File: config.mk
export PLATFORM = sky130hd
export DESIGN_NAME = terminal_line_editor_flat
export DESIGN_NICKNAME = d
export VERILOG_FILES = /design/src/design/tle_pkg.sv /design/src/design/tle_cmd_if.sv /design/src/design/tle_rsp_if.sv /design/src/design/tle_store.sv /design/src/design/tle_edit.sv /design/src/design/tle_emit.sv /design/src/design/terminal_line_editor.sv /design/src/flat_wrapper.sv
export SDC_FILE = /design/constraint.sdc
export NUM_CORES = 2
export LEC_CHECK = 0
export BUFFER_PORTS_ARGS = -buffer_cell sky130_fd_sc_hd__buf_2
export CORE_AREA = 5 5 416 582
export DETAILED_ROUTE_END_ITERATION = 8
export DIE_AREA = 0 0 421 587
export PLACE_DENSITY = 0.5
export SYNTH_ARGS = -nofsm -noshare
export SYNTH_HDL_FRONTEND = slang
export SYNTH_SLANG_ARGS = --single-unit
File: constraint.sdc
create_clock -name clk -period 7.6 [get_ports clk]
set_clock_uncertainty 0.1 [all_clocks]
set_input_delay 1.52 -clock clk [delete_from_list [all_inputs] [get_ports clk]]
set_output_delay 1.52 -clock clk [all_outputs]
set_load 0.02 [all_outputs]
File: src/design/tle_pkg.sv
// Shared constants and types for the terminal line editor.
package tle_pkg;

    // Command opcodes
    localparam logic [1:0] OP_BYTE = 2'd0;
    localparam logic [1:0] OP_END  = 2'd1;
    localparam logic [1:0] OP_READ = 2'd2;

    // Result kinds
    localparam logic [1:0] KIND_ECHO = 2'd0;
    localparam logic [1:0] KIND_LINE = 2'd1;
    localparam logic [1:0] KIND_ERR  = 2'd2;
    localparam logic [1:0] KIND_READ = 2'd3;

    // Character codes
    localparam logic [7:0] CH_BELL  = 8'h07;
    localparam logic [7:0] CH_BS    = 8'h08;
    localparam logic [7:0] CH_LF    = 8'h0A;
    localparam logic [7:0] CH_CR    = 8'h0D;
    localparam logic [7:0] CH_SPACE = 8'h20;
    localparam logic [7:0] CH_DEL   = 8'h7F;

    // Result descriptor handed from the edit stage to the emit stage
    typedef struct packed {
        logic [1:0] kind;
        logic [7:0] data;      // echo byte, zero otherwise
        logic [7:0] len;       // line length for KIND_LINE
        logic       erase;     // emit BS, SP, BS
        logic       use_mem;   // take byte from the line store read port
    } desc_t;

    // Line store access from the edit stage
    typedef struct packed {
        logic       we;
        logic [7:0] waddr;
        logic [7:0] wdata;
        logic       re;
        logic [7:0] raddr;
    } store_req_t;

endpackage

File: src/design/tle_cmd_if.sv
// Command channel: opcode, terminal byte and read index.
interface tle_cmd_if;
    logic       valid;
    logic       ready;
    logic [1:0] opcode;
    logic [7:0] data_byte;
    logic [7:0] read_index;

    modport source (output valid, output opcode, output data_byte, output read_index,
                    input ready);
    modport sink   (input valid, input opcode, input data_byte, input read_index,
                    output ready);
endinterface

File: src/design/tle_rsp_if.sv
// Result channel: kind, byte, line length and end-of-run flag.
interface tle_rsp_if;
    logic       valid;
    logic       ready;
    logic [1:0] out_kind;
    logic [7:0] out_byte;
    logic [7:0] line_length;
    logic       last_of_run;

    modport source (output valid, output out_kind, output out_byte, output line_length,
                    output last_of_run, input ready);
    modport sink   (input valid, input out_kind, input out_byte, input line_length,
                    input last_of_run, output ready);
endinterface

File: src/design/tle_store.sv
// Line store: one write port, one read port with registered data.
module tle_store #(
    parameter int STORE_DEPTH = 256
) (
    input  logic                clk,
    input  tle_pkg::store_req_t req,
    output logic [7:0]          rdata
);

    localparam int ADDR_W = $clog2(STORE_DEPTH);

    logic [7:0] mem [STORE_DEPTH];
    logic [7:0] rdata_reg;

    always_ff @(posedge clk)
    begin
        if (req.we)
        begin
            mem[req.waddr[ADDR_W-1:0]] <= req.wdata;
        end
        if (req.re)
        begin
            rdata_reg <= mem[req.raddr[ADDR_W-1:0]];
        end
    end

    assign rdata = rdata_reg;

endmodule

File: src/design/tle_edit.sv
// Edit stage: command register, cursor, line size and the per-byte decision.
module tle_edit #(
    parameter int STORE_DEPTH = 256
) (
    input  logic                 clk,
    input  logic                 rst_n,
    tle_cmd_if.sink              cmd,
    input  logic                 cfg_we,
    input  logic [8:0]           cfg_wdata,
    input  logic                 emit_free,
    output logic                 desc_load,
    output tle_pkg::desc_t       desc,
    output tle_pkg::store_req_t  store_req
);

    localparam logic [8:0] DEPTH_W = 9'(STORE_DEPTH);

    logic       in_valid_reg;
    logic [1:0] op_reg;
    logic [7:0] byte_reg;
    logic [7:0] idx_reg;
    logic [7:0] cursor_reg, cursor_next;
    logic [8:0] limit_reg, limit_next;
    logic [8:0] size_clip;

    logic has_res;
    logic advance;
    logic accept;

    assign accept  = cmd.valid && cmd.ready;
    assign advance = in_valid_reg && (!has_res || emit_free);
    assign cmd.ready = !in_valid_reg || advance;
    assign desc_load = advance && has_res;

    // acceptance limit, worked out once per write
    assign size_clip  = (cfg_wdata > DEPTH_W) ? DEPTH_W : cfg_wdata;
    assign limit_next = (size_clip < 9'd2) ? 9'd0 : size_clip - 9'd2;

    always_comb
    begin
        desc        = '0;
        has_res     = 1'b0;
        cursor_next = cursor_reg;
        store_req   = '0;
        store_req.raddr = idx_reg;
        store_req.waddr = cursor_reg;
        unique case (op_reg)
            tle_pkg::OP_BYTE:
            begin
                has_res = 1'b1;
                if (byte_reg == tle_pkg::CH_CR || byte_reg == tle_pkg::CH_LF)
                begin
                    desc.kind       = tle_pkg::KIND_LINE;
                    desc.len        = cursor_reg;
                    store_req.we    = 1'b1;
                    store_req.wdata = 8'h00;
                    cursor_next     = 8'd0;
                end
                else if (byte_reg == tle_pkg::CH_BS)
                begin
                    desc.kind = tle_pkg::KIND_ECHO;
                    if (cursor_reg != 8'd0)
                    begin
                        desc.erase  = 1'b1;
                        desc.data   = tle_pkg::CH_BS;
                        cursor_next = cursor_reg - 8'd1;
                    end
                    else
                    begin
                        desc.data = tle_pkg::CH_BELL;
                    end
                end
                else if ({1'b0, cursor_reg} < limit_reg)
                begin
                    desc.kind       = tle_pkg::KIND_ECHO;
                    desc.data       = byte_reg;
                    store_req.we    = 1'b1;
                    store_req.wdata = byte_reg;
                    cursor_next     = cursor_reg + 8'd1;
                    // non-printable bytes are stored silently
                    has_res = (byte_reg >= tle_pkg::CH_SPACE) && (byte_reg < tle_pkg::CH_DEL);
                end
                else
                begin
                    desc.kind = tle_pkg::KIND_ECHO;
                    desc.data = tle_pkg::CH_BELL;
                end
            end
            tle_pkg::OP_END:
            begin
                has_res     = 1'b1;
                desc.kind   = tle_pkg::KIND_ERR;
                cursor_next = 8'd0;
            end
            tle_pkg::OP_READ:
            begin
                has_res      = 1'b1;
                desc.kind    = tle_pkg::KIND_READ;
                desc.use_mem = ({1'b0, idx_reg} < DEPTH_W);
            end
            default:
            begin
                has_res = 1'b0;
            end
        endcase
        // same terms as advance / desc_load, built from the local has_res
        if (!(in_valid_reg && (!has_res || emit_free)))
        begin
            store_req.we = 1'b0;
        end
        store_req.re = in_valid_reg && emit_free && desc.use_mem;
    end

    always_ff @(posedge clk or negedge rst_n)
    begin
        if (!rst_n)
        begin
            in_valid_reg <= 1'b0;
            cursor_reg   <= 8'd0;
            limit_reg    <= DEPTH_W - 9'd2;
        end
        else
        begin
            if (accept)
            begin
                in_valid_reg <= 1'b1;
            end
            else if (advance)
            begin
                in_valid_reg <= 1'b0;
            end
            if (advance)
            begin
                cursor_reg <= cursor_next;
            end
            if (cfg_we)
            begin
                limit_reg <= limit_next;
            end
        end
    end

    always_ff @(posedge clk)
    begin
        if (accept)
        begin
            op_reg   <= cmd.opcode;
            byte_reg <= cmd.data_byte;
            idx_reg  <= cmd.read_index;
        end
    end

endmodule

File: src/design/tle_emit.sv
// Emit stage: result register and sequencer for up to three results per transaction.
module tle_emit (
    input  logic            clk,
    input  logic            rst_n,
    input  logic            desc_load,
    input  tle_pkg::desc_t  desc,
    input  logic [7:0]      mem_rdata,
    output logic            free,
    tle_rsp_if.source       rsp
);

    tle_pkg::desc_t desc_reg;
    logic           valid_reg;
    logic [1:0]     step_reg;
    logic           last;
    logic           take;

    assign last = desc_reg.erase ? (step_reg == 2'd2) : 1'b1;
    assign take = valid_reg && rsp.ready;
    assign free = !valid_reg || (rsp.ready && last);

    assign rsp.valid       = valid_reg;
    assign rsp.out_kind    = desc_reg.kind;
    assign rsp.line_length = desc_reg.len;
    assign rsp.last_of_run = last;

    always_comb
    begin
        if (desc_reg.use_mem)
        begin
            rsp.out_byte = mem_rdata;
        end
        else if (desc_reg.erase && step_reg == 2'd1)
        begin
            rsp.out_byte = tle_pkg::CH_SPACE;
        end
        else
        begin
            rsp.out_byte = desc_reg.data;
        end
    end

    always_ff @(posedge clk or negedge rst_n)
    begin
        if (!rst_n)
        begin
            valid_reg <= 1'b0;
            step_reg  <= 2'd0;
        end
        else
        begin
            if (take && !last)
            begin
                step_reg <= step_reg + 2'd1;
            end
            else if (free)
            begin
                step_reg  <= 2'd0;
                valid_reg <= desc_load;
            end
        end
    end

    always_ff @(posedge clk)
    begin
        if (desc_load)
        begin
            desc_reg <= desc;
        end
    end

endmodule

File: src/design/terminal_line_editor.sv
// Terminal line editor: builds a text line from terminal bytes, echoes, and reads it back.
//
// Each command transaction is taken into an input register, decided against
// the cursor and the line size register, and handed to an output register
// that presents its results one per cycle while the receiver is ready. A
// command can be taken every cycle while results are accepted: commands with
// no result or one result (plain bytes, line end, bell, stream end, store
// read) sustain one per cycle, while a backspace that erases holds the output
// for its three results (BS, space, BS). A command passes the input register
// and the result register before its first result is presented. The line
// store holds LINE_DEPTH bytes (at most 256) with a registered read port.
// Entries need no clearing after reset if each is read only after it is written,
// and line_size is written through cfg_we / cfg_wdata only while the block is
// idle and takes effect at once; the user must keep both, the block enforces neither.
module terminal_line_editor #(
    parameter int LINE_DEPTH = 256
) (
    input  logic       clk,
    input  logic       rst_n,
    input  logic       cfg_we,
    input  logic [8:0] cfg_wdata,
    tle_cmd_if.sink    cmd,
    tle_rsp_if.source  rsp
);

    // Only 256 positions are reachable through 8-bit cursor and read index.
    localparam int STORE_DEPTH = (LINE_DEPTH < 256) ? LINE_DEPTH : 256;

    tle_pkg::desc_t      desc;
    tle_pkg::store_req_t store_req;
    logic                desc_load;
    logic                emit_free;
    logic [7:0]          mem_rdata;

    // decision stage: cursor, limit and store writes
    tle_edit #(
        .STORE_DEPTH (STORE_DEPTH)
    ) u_edit (
        .clk       (clk),
        .rst_n     (rst_n),
        .cmd       (cmd),
        .cfg_we    (cfg_we),
        .cfg_wdata (cfg_wdata),
        .emit_free (emit_free),
        .desc_load (desc_load),
        .desc      (desc),
        .store_req (store_req)
    );

    // line store; read data lines up with the result register
    tle_store #(
        .STORE_DEPTH (STORE_DEPTH)
    ) u_store (
        .clk   (clk),
        .req   (store_req),
        .rdata (mem_rdata)
    );

    // result sequencer
    tle_emit u_emit (
        .clk       (clk),
        .rst_n     (rst_n),
        .desc_load (desc_load),
        .desc      (desc),
        .mem_rdata (mem_rdata),
        .free      (emit_free),
        .rsp       (rsp)
    );

endmodule

File: src/flat_wrapper.sv
// flat-port wrapper written by rule: the top's interface ports become plain ports
module terminal_line_editor_flat 
#(
    parameter int LINE_DEPTH = 256
)
  (clk, rst_n, cfg_we, cfg_wdata, cmd_valid, cmd_opcode, cmd_data_byte, cmd_read_index, cmd_ready, rsp_valid, rsp_out_kind, rsp_out_byte, rsp_line_length, rsp_last_of_run, rsp_ready);
  tle_cmd_if cmd_i ();
  tle_rsp_if rsp_i ();
  input  logic clk;
  input  logic rst_n;
  input  logic cfg_we;
  input  logic [8:0] cfg_wdata;
  input wire logic [$bits(cmd_i.valid)-1:0] cmd_valid;
  input wire logic [$bits(cmd_i.opcode)-1:0] cmd_opcode;
  input wire logic [$bits(cmd_i.data_byte)-1:0] cmd_data_byte;
  input wire logic [$bits(cmd_i.read_index)-1:0] cmd_read_index;
  output wire logic [$bits(cmd_i.ready)-1:0] cmd_ready;
  output wire logic [$bits(rsp_i.valid)-1:0] rsp_valid;
  output wire logic [$bits(rsp_i.out_kind)-1:0] rsp_out_kind;
  output wire logic [$bits(rsp_i.out_byte)-1:0] rsp_out_byte;
  output wire logic [$bits(rsp_i.line_length)-1:0] rsp_line_length;
  output wire logic [$bits(rsp_i.last_of_run)-1:0] rsp_last_of_run;
  input wire logic [$bits(rsp_i.ready)-1:0] rsp_ready;
  assign cmd_i.valid = cmd_valid;
  assign cmd_i.opcode = cmd_opcode;
  assign cmd_i.data_byte = cmd_data_byte;
  assign cmd_i.read_index = cmd_read_index;
  assign cmd_ready = cmd_i.ready;
  assign rsp_valid = rsp_i.valid;
  assign rsp_out_kind = rsp_i.out_kind;
  assign rsp_out_byte = rsp_i.out_byte;
  assign rsp_line_length = rsp_i.line_length;
  assign rsp_last_of_run = rsp_i.last_of_run;
  assign rsp_i.ready = rsp_ready;
  terminal_line_editor #(.LINE_DEPTH(LINE_DEPTH)) u_core (.clk(clk), .rst_n(rst_n), .cfg_we(cfg_we), .cfg_wdata(cfg_wdata), .cmd(cmd_i), .rsp(rsp_i));
endmodule
==> impl_metrics.yaml <==
setup_path:
  worstPathRequired_ps: 8160
  ff2ff_path_depth: 8
  crit_family: "simple AND/OR/NAND/NOR gates"
  r2r_slack_ps: 1540
  slowest_delay_ps: 1230
  critPathArrivalTime_ps: 6610
  worst_setup_path_end_kind: "flip-flop"
  crit_path_end: "u_core.u_store.rdata[1]"
  path_common_cell: "nand2b_1"
  startpoint: "u_core.u_edit.idx_reg[5]"
  crit_fanout: 16
  path_class: "reg -> reg"
  cp_cell_sequence: "nand2b_1, buf_4, nand2b_1, o22ai_1, nor4_1, a31oi_1, a2111oi_0, o31a_1"
  timing.rr.end: "u_core.u_store.rdata[1]"
  cp-start-kind: "flip-flop"
  cp.depth: 8
  r2r-start: "u_core.u_edit.idx_reg[5]"
  crit_buf_inv: 1
  slowest_stage: "nor4_1"
detailed_routing:
  drc: 0
  viasPerCell: 5.380
  wirelength_mm: 221.1
  drtIter0Drc: 3380
  antenna_left: 0
  vias: 39059
  wl_per_cell_um: 30.45
  drtPass1Iterations: 5
floorplan:
  placeableCoreArea_um2: 235800
  placementRows: 211
  ios: 53
  die_h_um: 587
  start_util_pct: 34.82
  die_area_um2: 247100
  die_w_um: 421
timing:
  worst_pin_slew_ps: 1582
  period_minus_slack_ps: 6056
  rsz0062_at_grt: "no"
  fmax_mhz: 165.1
  slew_headroom_pct: -6.456
  setup_violations: 0
  fin_ws_ps: 1544
  slew_violations: 2
  fin_crit_sh_pct: 79.69
  fin_tns_setup_ps: 0
  finalHoldViolations: 0
clock_tree:
  cts_sinks: 2115
  post-cts-setup-buffers: 0
  cts-root-buf: "clkbuf_16"
  clkLatencyLatePin_ps: 830
  ctsResizeCount: 0
  htree_levels: 4
  tritoncts: "done"
  numCtsBuffers: 198
  holdBufCountCts: 0
  clk_path_buf_depth: 4
  path_clk_slew_ps: 70
power:
  power_leakage_uw: 0.02858
  powerDensity_nw_per_um2: 270.9
  max-vdd-ir-drop_mv: 0.2012
final_layout:
  final.fill_count: 20959
  syn2layout_area_growth_pct: 12.42
  final_nets: 4077
  drive_gt1_share_pct: 23.33
  multiInputGateArea_um2: 17480
  largest_reg_flops: 2048
  regArea_um2: 63410
worst_hold_path:
  hp-class: "reg -> reg"
  min-delay-start: "u_core.u_edit.limit_reg[2]"
synthesis:
  async_flop_share_pct: 0.9929
  synth_edf_count: 2094
  ys.flop_type: "edfxtp_1"
  synth_fp_nets: 3972
  synth_area_um2: 82080
  ys_ff_latch: 2115
  ys_types: 72
  yosysSeqAreaShare_pct: 77.26
  synthCells: 3919
  avgSynthCellArea_um2: 20.95
  yosysWarnings: 0
flow_run:
  maxCapViolCount: 1
place:
  dp_slack_ps: 1719
  routabilityCongestion: 0.7975
  numPortBuffers: 52
  hpwl_mm: 136.4
grt:
  grt_use_total_pct: 17.50
  antenna_found_initial: 9
  grt_pass1_wl_mm: 314.0
  grt_max_degree: 168
  overflow: 0
  grt_pass1_vias: 41063
run_status:
  violations: "max-capacitance violations, max-slew violations"
  status: "finished, violations left"
placed cells by master (no fill, tap or decap), types with 7 or more instances in the layout:
cell type / synthesis / layout
nand2_2: 12 / 12
nand4_1: 7 / 7
bufinv_16: 0 / 22
and3_1: 9 / 9
clkbuf_1: 113 / 37
mux4_2: 487 / 487
nor3_1: 31 / 29
clkbuf_16: 0 / 202
nand2_1: 86 / 86
or2_2: 15 / 15
dfstp_2: 7 / 7
dfrtp_1: 14 / 14
nor2_1: 286 / 284
mux2_2: 11 / 11
edfxtp_1: 2094 / 2094
buf_12: 0 / 18
buf_2: 61 / 52
mux2i_1: 70 / 70
a31oi_1: 23 / 23
inv_1: 25 / 25
o22ai_1: 128 / 128
ha_1: 20 / 20
a22o_1: 12 / 12
a21oi_1: 40 / 40
nor2b_1: 10 / 7
and2_4: 0 / 8
buf_4: 50 / 73
a211oi_1: 37 / 37
clkinv_2: 0 / 27
clkinv_1: 0 / 50
o21ai_0: 23 / 23
a221oi_1: 10 / 10
nand3_1: 20 / 20
a22oi_1: 84 / 84
nand2b_1: 15 / 15
worst register-to-register path, cell delays in order, from the launching register on:
cell	delay, ps
edfxtp_1	900
nand2b_1	470
buf_4	320
nand2b_1	710
o22ai_1	260
nor4_1	1230
a31oi_1	450
a2111oi_0	1090
o31a_1	370
where the power goes:
| group | internal [µW] | switching (µW) |
|---|---|---|
| registers | 13100 | 90.5 |
| logic | 608 | 1410 |
| clock network | 5590 | 4240 |
| total | 19300 | 5740 |
cell type report:
class                      instances  area share, %
sequential                      2115          68.72
multi-input combinational       1541          18.95
clock inverter                   107          1.146
tap                             3088          4.187
timing repair buffer             143          1.266
antenna                            2       0.005423
clock buffer                     239          5.628
inverter                          25         0.1017
per-layer routing:
metal / vias to the layer above / GRT usage [%] / share of wire, %
li1: 16518 / - / -
met1: 21114 / 21.84 / 39
met2: 1110 / 31.97 / 53
met3: 317 / 1.769 / 4.1
met4: 0 / 5.570 / 3.4
met5: - / 0 / 0
synth_stat cells (6+ instances only):
library cell | count | area share (%)
nor2b_1 | 10 | 0.076
nand4_1 | 7 | 0.053
mux2i_1 | 70 | 0.85
or2_2 | 15 | 0.11
buf_2 | 61 | 0.37
a21oi_1 | 40 | 0.24
nand2b_1 | 15 | 0.11
clkbuf_1 | 113 | 0.52
a221oi_1 | 10 | 0.11
a31oi_1 | 23 | 0.18
nor2_1 | 286 | 1.3
o21ai_0 | 23 | 0.14
buf_1 | 14 | 0.064
dfstp_2 | 7 | 0.22
inv_1 | 25 | 0.11
ha_1 | 20 | 0.30
a22o_1 | 12 | 0.13
nor3_1 | 31 | 0.19
o22ai_1 | 128 | 0.98
mux4_2 | 487 | 13
dfrtp_1 | 14 | 0.43
buf_4 | 50 | 0.46
nand2_1 | 86 | 0.39
a22oi_1 | 84 | 0.77
edfxtp_1 | 2094 | 77
a211oi_1 | 37 | 0.34
mux2_2 | 11 | 0.15
o21ai_1 | 6 | 0.037
and3_1 | 9 | 0.069
xnor2_1 | 6 | 0.064
nand2_2 | 12 | 0.091
nand3_1 | 20 | 0.12
and2_1 | 15 | 0.11
kinds of logic (layout without fill, tap and decap cells):
group                      Yosys count  in the layout  synth area share (%)
and+or+nand+nor                    546            546                 3.122
buffers and inverters              263            514                 1.524
DFF                               2115           2115                 77.26
AOI/OAI and AO/OA                  397            397                 3.306
xor gates and xnor gates             9              9               0.09604
adders and majority gates           21             21                0.3292
other                                0              2                     0
muxes                              568            568                 14.37
worst min path at each step:
stage                                  to  cells past startpoint  slack [ps]
2_1_floorplan  u_core.u_edit.limit_reg[7]                      2         380
3_3_place_gp   u_core.u_edit.limit_reg[7]                      2         420
3_5_place_dp   u_core.u_edit.limit_reg[2]                      2         420
4_1_cts        u_core.u_edit.limit_reg[7]                      2         430
5_1_grt        u_core.u_edit.limit_reg[7]                      2         440
6_report       u_core.u_edit.limit_reg[2]                      2         420
stage by stage:
step           std cells  total power [µW]  instance area (µm²)  hold slack (ps)  util (%)
2_1_floorplan       3919             14610                82080            379.9         -
3_3_place_gp        6912             15470                86030            419.0     36.49
3_5_place_dp        6912             15480                86030            415.0     36.49
4_1_cts             7258             25270                92280            426.2     39.14
5_1_grt             7259             25800                92280            439.2     39.14
6_report            7260             25000                92280            423.1     39.14
Note: power is estimated with default switching activity, not from simulation.
